<file path="src/sv/dpe_pkg.sv">
// ----------------------------------------------------------------------------
// dpe_pkg
// shared types, constants and helpers of the diplotype enumerator
// ----------------------------------------------------------------------------
package dpe_pkg;

  localparam int WORD_W     = 32;
  localparam int LOCI_WIDTH = 32;

  typedef logic [WORD_W-1:0] word_t;
  typedef logic [5:0]        loci_t;
  typedef logic [5:0]        index_t;
  typedef logic [6:0]        count_t;

  // sequencer states
  typedef enum logic [2:0] {
    ST_IDLE = 3'b001,
    ST_SCAN = 3'b010,
    ST_EMIT = 3'b100
  } state_t;

  // commands to the scan unit
  typedef struct packed {
    logic load;
    logic step;
  } scan_ctrl_t;

  // scan unit status
  typedef struct packed {
    logic empty;
    logic full;
  } scan_stat_t;

  // mask of the loci in use, count saturated to the locus width
  function automatic word_t loci_mask(input loci_t n);
    logic [6:0] ns;
    word_t      m;
    ns = {1'b0, n};
    if (ns > 7'(LOCI_WIDTH)) begin
      ns = 7'(LOCI_WIDTH);
    end
    if (ns >= 7'(WORD_W)) begin
      m = '1;
    end else begin
      m = (word_t'(1) << ns[4:0]) - word_t'(1);
    end
    return m;
  endfunction

endpackage

</file>
<file path="src/sv/dpe_in_if.sv">
// ----------------------------------------------------------------------------
// dpe_in_if
// input channel: one genotype item of two haplotype words and a locus count
// ----------------------------------------------------------------------------
interface dpe_in_if;
  logic                 valid;
  logic                 ready;
  dpe_pkg::word_t       first_word;
  dpe_pkg::word_t       second_word;
  dpe_pkg::loci_t       loci_count;

  modport source (output valid, output first_word, output second_word,
                  output loci_count, input ready);
  modport sink   (input valid, input first_word, input second_word,
                  input loci_count, output ready);
endinterface

</file>
<file path="src/sv/dpe_out_if.sv">
// ----------------------------------------------------------------------------
// dpe_out_if
// output channel: one diplotype pair item
// ----------------------------------------------------------------------------
interface dpe_out_if;
  logic                 valid;
  logic                 ready;
  dpe_pkg::word_t       hap_first;
  dpe_pkg::word_t       hap_second;
  dpe_pkg::index_t      pair_index;
  dpe_pkg::count_t      pair_count;
  logic                 overflow;
  logic                 last;

  modport source (output valid, output hap_first, output hap_second,
                  output pair_index, output pair_count, output overflow,
                  output last, input ready);
  modport sink   (input valid, input hap_first, input hap_second,
                  input pair_index, input pair_count, input overflow,
                  input last, output ready);
endinterface

</file>
<file path="src/sv/diplotype_enumerator.sv">
// ----------------------------------------------------------------------------
// diplotype_enumerator: item accepted only when idle; the scan unit then peels
// one heterozygous locus per cycle (h loci, at most MAX_HET, else overflow),
// then one pair per cycle unless stalled, for P pairs (P = 2^(h-1), or 1)
// synchronous active-high reset clears the sequencer and the output valid
// ----------------------------------------------------------------------------
module diplotype_enumerator #(
  parameter int MAX_HET = 7
) (
  input  logic       clk,
  input  logic       rst,
  dpe_in_if.sink     genotype,
  dpe_out_if.source  pairs
);

  localparam int CW = $clog2(MAX_HET + 2);
  localparam int MW = MAX_HET - 1;

  dpe_pkg::state_t     state;
  dpe_pkg::scan_ctrl_t scan_ctrl;
  dpe_pkg::scan_stat_t scan_stat;
  logic [CW-1:0]       hcount;
  logic [MW-1:0][dpe_pkg::WORD_W-1:0] lanes;

  dpe_pkg::word_t held_first;
  dpe_pkg::word_t held_second;
  dpe_pkg::word_t held_het_mask;
  dpe_pkg::word_t het_mask_next;
  logic [MW-1:0]  pair_counter;
  logic           ovf;

  dpe_pkg::word_t  asm_first;
  dpe_pkg::word_t  asm_second;
  dpe_pkg::count_t pcnt;
  logic            m_last;
  logic            in_fire;
  logic            out_load;

  logic            out_valid;
  dpe_pkg::word_t  out_first;
  dpe_pkg::word_t  out_second;
  dpe_pkg::index_t out_index;
  dpe_pkg::count_t out_count;
  logic            out_ovf;
  logic            out_last;

  // input handshake
  assign genotype.ready = (state == dpe_pkg::ST_IDLE);
  assign in_fire        = genotype.valid && genotype.ready;
  assign het_mask_next  = (genotype.first_word ^ genotype.second_word)
                          & dpe_pkg::loci_mask(genotype.loci_count);

  // scan unit commands
  assign scan_ctrl.load = in_fire;
  assign scan_ctrl.step = (state == dpe_pkg::ST_SCAN) && !scan_stat.empty
                          && !scan_stat.full;

  dpe_scan #(.MAX_HET(MAX_HET), .CW(CW)) u_scan (
    .clk      (clk),
    .rst      (rst),
    .ctrl     (scan_ctrl),
    .het_mask (het_mask_next),
    .stat     (scan_stat),
    .hcount   (hcount),
    .lanes    (lanes)
  );

  dpe_assemble #(.MAX_HET(MAX_HET), .MW(MW)) u_assemble (
    .first_word (held_first),
    .het_mask   (held_het_mask),
    .lanes      (lanes),
    .pair_sel   (pair_counter),
    .hap_first  (asm_first),
    .hap_second (asm_second)
  );

  // pair count and final pair detection
  assign pcnt   = dpe_pkg::count_t'(1) << (hcount - CW'(1));
  assign m_last = (dpe_pkg::count_t'(pair_counter) + dpe_pkg::count_t'(1)) == pcnt;

  assign out_load = (state == dpe_pkg::ST_EMIT) && (!out_valid || pairs.ready);

  // sequencer
  always_ff @(posedge clk) begin
    if (rst) begin
      state <= dpe_pkg::ST_IDLE;
    end else begin
      case (state)
        dpe_pkg::ST_IDLE: begin
          if (in_fire) begin
            state <= dpe_pkg::ST_SCAN;
          end
        end
        dpe_pkg::ST_SCAN: begin
          if (scan_stat.empty || scan_stat.full) begin
            state <= dpe_pkg::ST_EMIT;
          end
        end
        dpe_pkg::ST_EMIT: begin
          if (out_load && (ovf || (hcount < CW'(2)) || m_last)) begin
            state <= dpe_pkg::ST_IDLE;
          end
        end
        default: begin
          state <= dpe_pkg::ST_IDLE;
        end
      endcase
    end
  end

  // held item and pair counter
  always_ff @(posedge clk) begin
    if (in_fire) begin
      held_first    <= genotype.first_word;
      held_second   <= genotype.second_word;
      held_het_mask <= het_mask_next;
    end
    if ((state == dpe_pkg::ST_SCAN) && (scan_stat.empty || scan_stat.full)) begin
      ovf          <= !scan_stat.empty;
      pair_counter <= '0;
    end else if (out_load) begin
      pair_counter <= pair_counter + MW'(1);
    end
  end

  // output register valid
  always_ff @(posedge clk) begin
    if (rst) begin
      out_valid <= 1'b0;
    end else if (out_load) begin
      out_valid <= 1'b1;
    end else if (pairs.ready) begin
      out_valid <= 1'b0;
    end
  end

  // output register payload
  always_ff @(posedge clk) begin
    if (out_load) begin
      if (ovf) begin
        out_first  <= '0;
        out_second <= '0;
        out_index  <= '0;
        out_count  <= dpe_pkg::count_t'(1);
        out_ovf    <= 1'b1;
        out_last   <= 1'b1;
      end else if (hcount < CW'(2)) begin
        out_first  <= held_first;
        out_second <= held_second;
        out_index  <= '0;
        out_count  <= dpe_pkg::count_t'(1);
        out_ovf    <= 1'b0;
        out_last   <= 1'b1;
      end else begin
        out_first  <= asm_first;
        out_second <= asm_second;
        out_index  <= dpe_pkg::index_t'(pair_counter);
        out_count  <= pcnt;
        out_ovf    <= 1'b0;
        out_last   <= m_last;
      end
    end
  end

  assign pairs.valid      = out_valid;
  assign pairs.hap_first  = out_first;
  assign pairs.hap_second = out_second;
  assign pairs.pair_index = out_index;
  assign pairs.pair_count = out_count;
  assign pairs.overflow   = out_ovf;
  assign pairs.last       = out_last;

endmodule

</file>
<file path="src/sv/dpe_scan.sv">
// ----------------------------------------------------------------------------
// dpe_scan
// shared lowest-set-bit extractor: peels one heterozygous locus per cycle
// and keeps the one-hot position of each but the lowest in a lane
// ----------------------------------------------------------------------------
module dpe_scan #(
  parameter int MAX_HET = 7,
  parameter int CW      = $clog2(MAX_HET + 2)
) (
  input  logic                                 clk,
  input  logic                                 rst,
  input  dpe_pkg::scan_ctrl_t                  ctrl,
  input  dpe_pkg::word_t                       het_mask,
  output dpe_pkg::scan_stat_t                  stat,
  output logic [CW-1:0]                        hcount,
  output logic [MAX_HET-2:0][dpe_pkg::WORD_W-1:0] lanes
);

  dpe_pkg::word_t x_rem;
  dpe_pkg::word_t lsb;

  // isolate the lowest remaining heterozygous locus
  assign lsb = x_rem & (~x_rem + dpe_pkg::word_t'(1));

  assign stat.empty = (x_rem == '0);
  assign stat.full  = (hcount == CW'(MAX_HET));

  // locus counter
  always_ff @(posedge clk) begin
    if (rst) begin
      hcount <= '0;
    end else if (ctrl.load) begin
      hcount <= '0;
    end else if (ctrl.step) begin
      hcount <= hcount + CW'(1);
    end
  end

  // remaining mask and position lanes; the lowest locus needs no lane
  always_ff @(posedge clk) begin
    if (ctrl.load) begin
      x_rem <= het_mask;
      lanes <= '0;
    end else if (ctrl.step) begin
      x_rem <= x_rem ^ lsb;
      for (int j = 1; j < MAX_HET; j++) begin
        if (hcount == CW'(j)) begin
          lanes[j-1] <= lsb;
        end
      end
    end
  end

endmodule

</file>
<file path="src/sv/dpe_assemble.sv">
// ----------------------------------------------------------------------------
// dpe_assemble
// builds one diplotype pair from the pair counter and the locus lanes
// ----------------------------------------------------------------------------
module dpe_assemble #(
  parameter int MAX_HET = 7,
  parameter int MW      = MAX_HET - 1
) (
  input  dpe_pkg::word_t                       first_word,
  input  dpe_pkg::word_t                       het_mask,
  input  logic [MW-1:0][dpe_pkg::WORD_W-1:0]   lanes,
  input  logic [MW-1:0]                        pair_sel,
  output dpe_pkg::word_t                       hap_first,
  output dpe_pkg::word_t                       hap_second
);

  dpe_pkg::word_t dep;

  // deposit counter bits onto the upper heterozygous loci
  always_comb begin
    dep = '0;
    for (int j = 0; j < MW; j++) begin
      dep = dep | (lanes[j] & {dpe_pkg::WORD_W{pair_sel[j]}});
    end
  end

  assign hap_first  = (first_word & ~het_mask) | dep;
  assign hap_second = hap_first ^ het_mask;

endmodule

</file>
<file path="src/flat_wrapper.sv">
// flat-port wrapper written by rule: the top's interface ports become plain ports
module diplotype_enumerator_flat 
#(
  parameter int MAX_HET = 7
)
  (clk, rst, genotype_valid, genotype_first_word, genotype_second_word, genotype_loci_count, genotype_ready, pairs_valid, pairs_hap_first, pairs_hap_second, pairs_pair_index, pairs_pair_count, pairs_overflow, pairs_last, pairs_ready);
  dpe_in_if genotype_i ();
  dpe_out_if pairs_i ();
  input  logic clk;
  input  logic rst;
  input wire logic [$bits(genotype_i.valid)-1:0] genotype_valid;
  input wire logic [$bits(genotype_i.first_word)-1:0] genotype_first_word;
  input wire logic [$bits(genotype_i.second_word)-1:0] genotype_second_word;
  input wire logic [$bits(genotype_i.loci_count)-1:0] genotype_loci_count;
  output wire logic [$bits(genotype_i.ready)-1:0] genotype_ready;
  output wire logic [$bits(pairs_i.valid)-1:0] pairs_valid;
  output wire logic [$bits(pairs_i.hap_first)-1:0] pairs_hap_first;
  output wire logic [$bits(pairs_i.hap_second)-1:0] pairs_hap_second;
  output wire logic [$bits(pairs_i.pair_index)-1:0] pairs_pair_index;
  output wire logic [$bits(pairs_i.pair_count)-1:0] pairs_pair_count;
  output wire logic [$bits(pairs_i.overflow)-1:0] pairs_overflow;
  output wire logic [$bits(pairs_i.last)-1:0] pairs_last;
  input wire logic [$bits(pairs_i.ready)-1:0] pairs_ready;
  assign genotype_i.valid = genotype_valid;
  assign genotype_i.first_word = genotype_first_word;
  assign genotype_i.second_word = genotype_second_word;
  assign genotype_i.loci_count = genotype_loci_count;
  assign genotype_ready = genotype_i.ready;
  assign pairs_valid = pairs_i.valid;
  assign pairs_hap_first = pairs_i.hap_first;
  assign pairs_hap_second = pairs_i.hap_second;
  assign pairs_pair_index = pairs_i.pair_index;
  assign pairs_pair_count = pairs_i.pair_count;
  assign pairs_overflow = pairs_i.overflow;
  assign pairs_last = pairs_i.last;
  assign pairs_i.ready = pairs_ready;
  diplotype_enumerator #(.MAX_HET(MAX_HET)) u_core (.clk(clk), .rst(rst), .genotype(genotype_i), .pairs(pairs_i));
endmodule
</file>
<file path="config.mk">
export PLATFORM = sky130hd
export DESIGN_NAME = diplotype_enumerator_flat
export DESIGN_NICKNAME = d
export VERILOG_FILES = /design/src/sv/dpe_pkg.sv /design/src/sv/dpe_in_if.sv /design/src/sv/dpe_out_if.sv /design/src/sv/diplotype_enumerator.sv /design/src/sv/dpe_scan.sv /design/src/sv/dpe_assemble.sv /design/src/flat_wrapper.sv
export SDC_FILE = /design/constraint.sdc
export NUM_CORES = 1
export LEC_CHECK = 0
export ABC_CLOCK_PERIOD_IN_PS = 15000
export BUFFER_PORTS_ARGS = -buffer_cell sky130_fd_sc_hd__clkbuf_2
export CORE_ASPECT_RATIO = 0.9
export CORE_UTILIZATION = 45
export CTS_CLUSTER_DIAMETER = 30
export CTS_CLUSTER_SIZE = 20
export DETAILED_ROUTE_END_ITERATION = 8
export HOLD_SLACK_MARGIN = 0.08
export PLACE_DENSITY = 0.6
export SETUP_SLACK_MARGIN = 0.4
export SYNTH_ARGS = -nofsm -noshare
export SYNTH_HDL_FRONTEND = slang
export SYNTH_SLANG_ARGS = --single-unit
</file>
<file path="constraint.sdc">
create_clock -name clk -period 15 [get_ports clk]
set_input_delay 3 -clock clk [delete_from_list [all_inputs] [get_ports clk]]
set_output_delay 3 -clock clk [all_outputs]
set_load 0.1 [all_outputs]
</file>
== Word-level counts from Yosys, hierarchy flattened ==
Index checks and enable logic that the tools add are counted.

* Bits in registers: 414
* Input port bits: 74
* Logic and storage cells: 104

* $add $sub $neg: 6
* Order comparisons: 3
* Eq/ne operators: 14
* Shifts and indexed selects: 2
* Multiplexer cells: 13
* Bitwise operators: 20
* Reductions and logical operators: 25

{| class="wikitable"
|+ Operators by type and width
! kind !! count
|-
| $and 32x32->32 || 9
|-
| $or 32x32->32 || 6
|-
| $mux 32 || 5
|-
| $xor 32x32->32 || 3
|-
| $not 32->32 || 2
|-
| $add 32x1->32 const B || 1
|-
| $logic_not 32->1 || 1
|-
| $shl 1x5->32 const A || 1
|-
| $sub 32x1->32 const B || 1
|-
| $eq 4x3->1 const B || 4
|-
| $reduce_and 2->1 || 6
|-
| $mux 3 || 3
|-
| $pmux 3 s3 || 1
|-
| $eq 4x2->1 const B || 2
|-
| $add 6x1->7 const B || 1
|-
| $eq 7x7->1 || 1
|-
| $shl 1x4->7 const A || 1
|-
| $add 6x1->6 const B || 1
|-
| $ge 6x6->1 const B || 1
|-
| $gt 6x6->1 const B || 1
|-
| $logic_and 1x1->1 || 6
|-
| $mux 6 || 1
|-
| $ne 2x2->1 const B || 3
|-
| $add 4x1->4 const B || 1
|-
| other kinds (12) || 21
|}

== Logic depth before layout (Yosys ltp) ==
* Depth after elaboration: 9
* Mapped depth: 12
* Depth with buffers taken out: 10

== Hierarchy ==
A second synthesis with hierarchy kept.

* Cell total of the unflattened synthesis: 1953
* Area total of the unflattened synthesis: 19257.2 sq um

{| class="wikitable"
|+ Modules (own cells, without submodules)
! module !! instances !! cells an instance !! area each (sq um) !! sequential area each (sq um)
|-
| dpe_scan || 1 || 992 || 9029.9 || 4884.7
|-
| diplotype_enumerator || 1 || 687 || 8096.5 || 5485.3
|-
| dpe_assemble || 1 || 274 || 2130.8 || 0.0
|}

== Worst setup path before layout ==
OpenSTA, ideal clock, no wires.

* Kind: input -> register
* From: in pairs_ready
* To: reg u_core.pair_counter[5]
* Arrival time: 7291 ps
* Data required time: 14879 ps
* Slack: 7588 ps
* Cell stages on the path: 5
* Buffers on the path: 0
* Cell sequence: nor2b_1 -> nor2_1 -> nand4_1 -> xnor2_1 -> nor2b_1

* Cells in the longest elaborated chain, start to end: 2

{| class="wikitable"
|+ RTL lines
! element !! RTL line !! source
|-
| from (decl) || flat_wrapper.sv:23 || <nowiki>input wire logic [$bits(pairs_i.ready)-1:0] pairs_ready;</nowiki>
|-
| $logic_or 1x1->1 || diplotype_enumerator.sv:81 || <nowiki>assign out_load = (state == dpe_pkg::ST_EMIT) && (!out_valid || pairs.ready);</nowiki>
|-
| $logic_and 1x1->1 || diplotype_enumerator.sv:81 ||
|-
| via u_core.out_load || diplotype_enumerator.sv:37 || <nowiki>logic out_load;</nowiki>
|-
| to (signal assigned) || diplotype_enumerator.sv:122 || <nowiki>pair_counter <= pair_counter + MW'(1);</nowiki>
|-
| to (decl) || diplotype_enumerator.sv:29 || <nowiki>logic [MW-1:0] pair_counter;</nowiki>
|}

The timed path passes the listed nets, and every way through them passes these cells.
A chain may end at the register's enable or synchronous reset.

== Worst setup path after layout ==
* From: in genotype_loci_count[5]
* To: reg u_core.u_scan.x_rem[10], data pin

* Cells in the longest elaborated chain, start to end: 7
* Elaborated cells between the ends (all ways): 8
* Classes of those cells: add/sub: 1; order compare: 2; shift: 1; mux: 3; bitwise: 1

{| class="wikitable"
|+ RTL lines
! element !! RTL line !! source
|-
| from (decl) || flat_wrapper.sv:14 || <nowiki>input wire logic [$bits(genotype_i.loci_count)-1:0] genotype_loci_count;</nowiki>
|-
| $gt 6x6->1 || dpe_pkg.sv:39 || <nowiki>if (ns > 7'(LOCI_WIDTH)) begin</nowiki>
|-
| $mux 6 * || dpe_pkg.sv:39 ||
|-
| $shl 1x5->32 || dpe_pkg.sv:45 || <nowiki>m = (word_t'(1) << ns[4:0]) - word_t'(1);</nowiki>
|-
| $sub 32x1->32 || dpe_pkg.sv:45 ||
|-
| $mux 32 * || dpe_pkg.sv:42 || <nowiki>if (ns >= 7'(WORD_W)) begin</nowiki>
|-
| $and 32x32->32 * || diplotype_enumerator.sv:51 || <nowiki>& dpe_pkg::loci_mask(genotype.loci_count);</nowiki>
|-
| $mux 32 * || dpe_scan.sv:41 || <nowiki>if (ctrl.load) begin</nowiki>
|-
| to (signal assigned) || dpe_scan.sv:42 || <nowiki>x_rem <= het_mask;</nowiki>
|-
| to (signal assigned) || dpe_scan.sv:45 || <nowiki>x_rem <= x_rem ^ lsb;</nowiki>
|-
| to (decl) || dpe_scan.sv:19 || <nowiki>dpe_pkg::word_t x_rem;</nowiki>
|}

Every way passes the cells marked *; elsewhere a longest branch is shown, timed or not.

==> run metrics <==
outcome=finished clean; Yosys top cell area share=34.3%; Root Buffer=clkbuf_16; crit-path max cell delay=470 ps; number of global-route vias before repair=13600; GRT Residual Overflow=0; dpl cells=2294; Post-Syn Area per Cell=10.6 sq um; post-route ant nets=0; crit-path max FO=22; Synth area leader=edfxtp_1; WL per Instance=20.1 um; Clock Sinks=414; highest routed metal layer=met4; Hold Fails Final Rpt=0; CP max-delay cell=ha_1; largest net degree at the start of global routing=112; Area growth syn-to-layout=22.4%; Resized Gates After CTS=0; IO buf count=154; Via density=5.75; hpwl dp=29700 um; IO Count=155; Yosys cell types=70; CTS Hold Bufs=0; initial antenna violation count=0; Hold WC Path Type=flip-flop to flip-flop; part of the cycle the worst path needs=35.8%; clk buf depth=3; Setup CP Type=input port to flip-flop; Peak Freq=186 MHz; DRC errors left=0; critical-path cell list=clkbuf_2, or2_2, nor3_1, nand3_1, ha_1, or3_1, o21ai_0, a22o_1, a21oi_1, o31ai_1; Slew HR=21.4%; Seq/Total Area, Yosys=57.0%; Area contributors post-synth=edfxtp_1 34%, dfxtp_1 23%, nand3_1 6.0%; Buf/Inv on CP=1; clock-pin slew on the worst setup and hold paths=50 ps; flop and latch count out of synthesis=414; crit start category=input port; post-route insts no fill=2460; worst skew pair latency=600 ps; Post-synth EDFFs=208; routed via count=14100; Setup TNS=0 ps; Tmin final=5370 ps; RSZ-0062 raised after global routing=no; diode count=0; FFs w/ async S/R, synth=0%; Clock Skews=24.1 ps; cts bufs inserted=88; yosys warns=0; Die Ht=193 um; fillcell total=3451; htree depth=3; initial DRC count=1174; CTS tree=done; pwr/cell area=158 mW/mm^2; crit path DAT=5790 ps; setup bufs post-CTS=0; met2 wire len=22900 um; final net count=1936; first-pass GRT wire length=76400 um; met3 wire len=3020 um; final number of setup-violating endpoints=0; routability congestion estimate=0.837; core area=0.0397 sq mm; CP endpoint kind=flip-flop; Max rail drop VDD=0.0956 mV; Initial Util=45.8%; die area=0.0413 sq mm; final wirelength=49400 um; Main synth FF type=edfxtp_1; total power draw=3530 uW; Post-Syn Nets=1804; first-pass detailed-route iteration total=8; Data required, critical path=15420 ps; Post-Synthesis Cells=1720; max-slew violations=0; share of layout cells above drive strength 1=20.6%; Top delay family on crit path=simple AND/OR/NAND/NOR gates; all-layer global routing usage=23.8%; max-cap violation count=0; Lkg Pwr=0.00797 uW; metal1 wirelength=22300 um; cell row count=69; worst-margin pin slew=1180 ps; Die Width=214 um; Cell Area, Synth=0.0182 sq mm
[per-layer routing]
layer | vias to the layer above | global-route usage [%]
met4 | 0 | 8.99
li1 | 6710 | -
met2 | 485 | 37.8
met1 | 6846 | 32.2
met3 | 96 | 4.59
met5 | - | 0
[through the flow]
step                worst slack (ps)  utilization [%]  area (sq um)  hold WS (ps)
global route                    9320             56.1         22300           484
detailed placement              9030             48.1         19100           452
CTS                             9670             56.1         22300           458
finish                          9630             56.1         22300           461
global placement                9140             48.1         19100           445
floorplan                       7590                -         18200           439
[flip-flops by register name (all words and copies together), names as in the netlist]
signal and flops:
u_core.held_het_mask 32, u_core.pair_counter 6, u_core.pairs.pair_count 7, u_core.held_second 32, u_core.held_first 32, u_core.pairs.pair_index 6
u_core.pairs.valid 1, u_core.u_scan.x_rem 32, u_core.u_scan.lanes 192, u_core.pairs.hap_first 32, u_core.pairs.last 1, u_core.ovf 1
u_core.state 3, u_core.pairs.hap_second 32, u_core.u_scan.hcount 4, u_core.pairs.overflow 1
[cells in the final DEF (no fill, tap or decap), types with 5 or more instances in the layout]
| master | synthesis | routed |
|---|---|---|
| o2111ai_4 | 6 | 6 |
| buf_4 | 1 | 22 |
| ha_1 | 10 | 10 |
| or2_2 | 8 | 8 |
| clkbuf_16 | 0 | 96 |
| clkinv_4 | 0 | 5 |
| a211oi_1 | 37 | 37 |
| and3_1 | 40 | 40 |
| nand3_1 | 217 | 217 |
| nor2b_1 | 5 | 5 |
| mux2i_1 | 5 | 5 |
| o211ai_1 | 7 | 7 |
| a21o_1 | 12 | 12 |
| nor2_1 | 94 | 93 |
| o31ai_1 | 11 | 11 |
| clkbuf_1 | 75 | 8 |
| a22oi_1 | 64 | 64 |
| o21ai_0 | 182 | 182 |
| nand4b_1 | 7 | 7 |
| a21oi_1 | 59 | 59 |
| o21ai_2 | 28 | 28 |
| bufinv_16 | 0 | 12 |
| nor3_1 | 16 | 15 |
| nand2_1 | 104 | 104 |
| clkinv_2 | 0 | 18 |
| o21ai_1 | 9 | 9 |
| and2_1 | 7 | 7 |
| dfxtp_1 | 206 | 206 |
| or3_1 | 11 | 10 |
| nand3b_1 | 7 | 7 |
| xnor2_1 | 70 | 70 |
| clkbuf_2 | 16 | 154 |
| clkbuf_8 | 0 | 9 |
| a222oi_1 | 32 | 32 |
| o311a_1 | 7 | 7 |
| clkinvlp_4 | 0 | 9 |
| inv_1 | 44 | 44 |
| edfxtp_1 | 208 | 208 |
| xor2_1 | 10 | 10 |
[cells in the mapped netlist, types with 5 or more instances]
cell	instances
inv_1	44
mux2i_1	5
o21ai_2	28
xor2_1	10
o31ai_1	11
a222oi_1	32
o2111ai_4	6
o21ai_1	9
buf_1	13
nand3b_1	7
xnor2_1	70
o311a_1	7
buf_6	26
or3_1	11
nor2b_1	5
o21ai_0	182
clkbuf_1	75
nand4b_1	7
nand3_1	217
edfxtp_1	208
or2_2	8
clkbuf_2	16
nor3_1	16
and2_1	7
nand2_1	104
ha_1	10
a211oi_1	37
a21o_1	12
dfxtp_1	206
nor2_1	94
o211ai_1	7
a21oi_1	59
and3_1	40
a22oi_1	64
[cell type report]
class                      count  area (sq um)  share of cell area (%)
sequential                   414         10400                    46.6
multi-input combinational   1127          6960                    31.2
clock buffer                 113          2560                    11.5
timing repair buffer         176           936                    4.20
tap                          532           666                    2.99
clock inverter                53           618                    2.78
inverter                      45           171                   0.770
[worst paths after layout]
path	startpoint	to	slack, ps	depth (start not counted)
worst max-delay path	genotype_loci_count[5]	u_core.u_scan.x_rem[10]	9630	10
worst min register to register	u_core.u_scan.lanes[87]	u_core.u_scan.lanes[87]	460	2
worst min-delay path	u_core.u_scan.lanes[87]	u_core.u_scan.lanes[87]	460	2
worst max register to register	u_core.u_scan.x_rem[0]	u_core.u_scan.lanes[24]	11130	7
[report_power, final]
group / switching [uW] / internal [uW]
sequential: 36.8 / 1250
clock: 625 / 1410
combinational: 143 / 71.7
total: 804 / 2720
[cells by family after synthesis]
group,synth area share [%]
AND/OR/NAND/NOR,15.1
AO/OA/AOI/OAI,18.1
flip-flops,57.0
buffers and inverters,4.92
XOR/XNOR,3.85
adder cells (fa/ha/maj),0.687
multiplexers,0.399
[worst reg2reg max path, delay by kind of cell (launching register included)]
family / cells / cell delay [ps]
AND/OR/NAND/NOR: 4 / 1630
AO/OA/AOI/OAI: 2 / 1020
buffers and inverters: 1 / 670
flip-flops: 1 / 460
No activity file was read; power rests on OpenSTA's default activity.
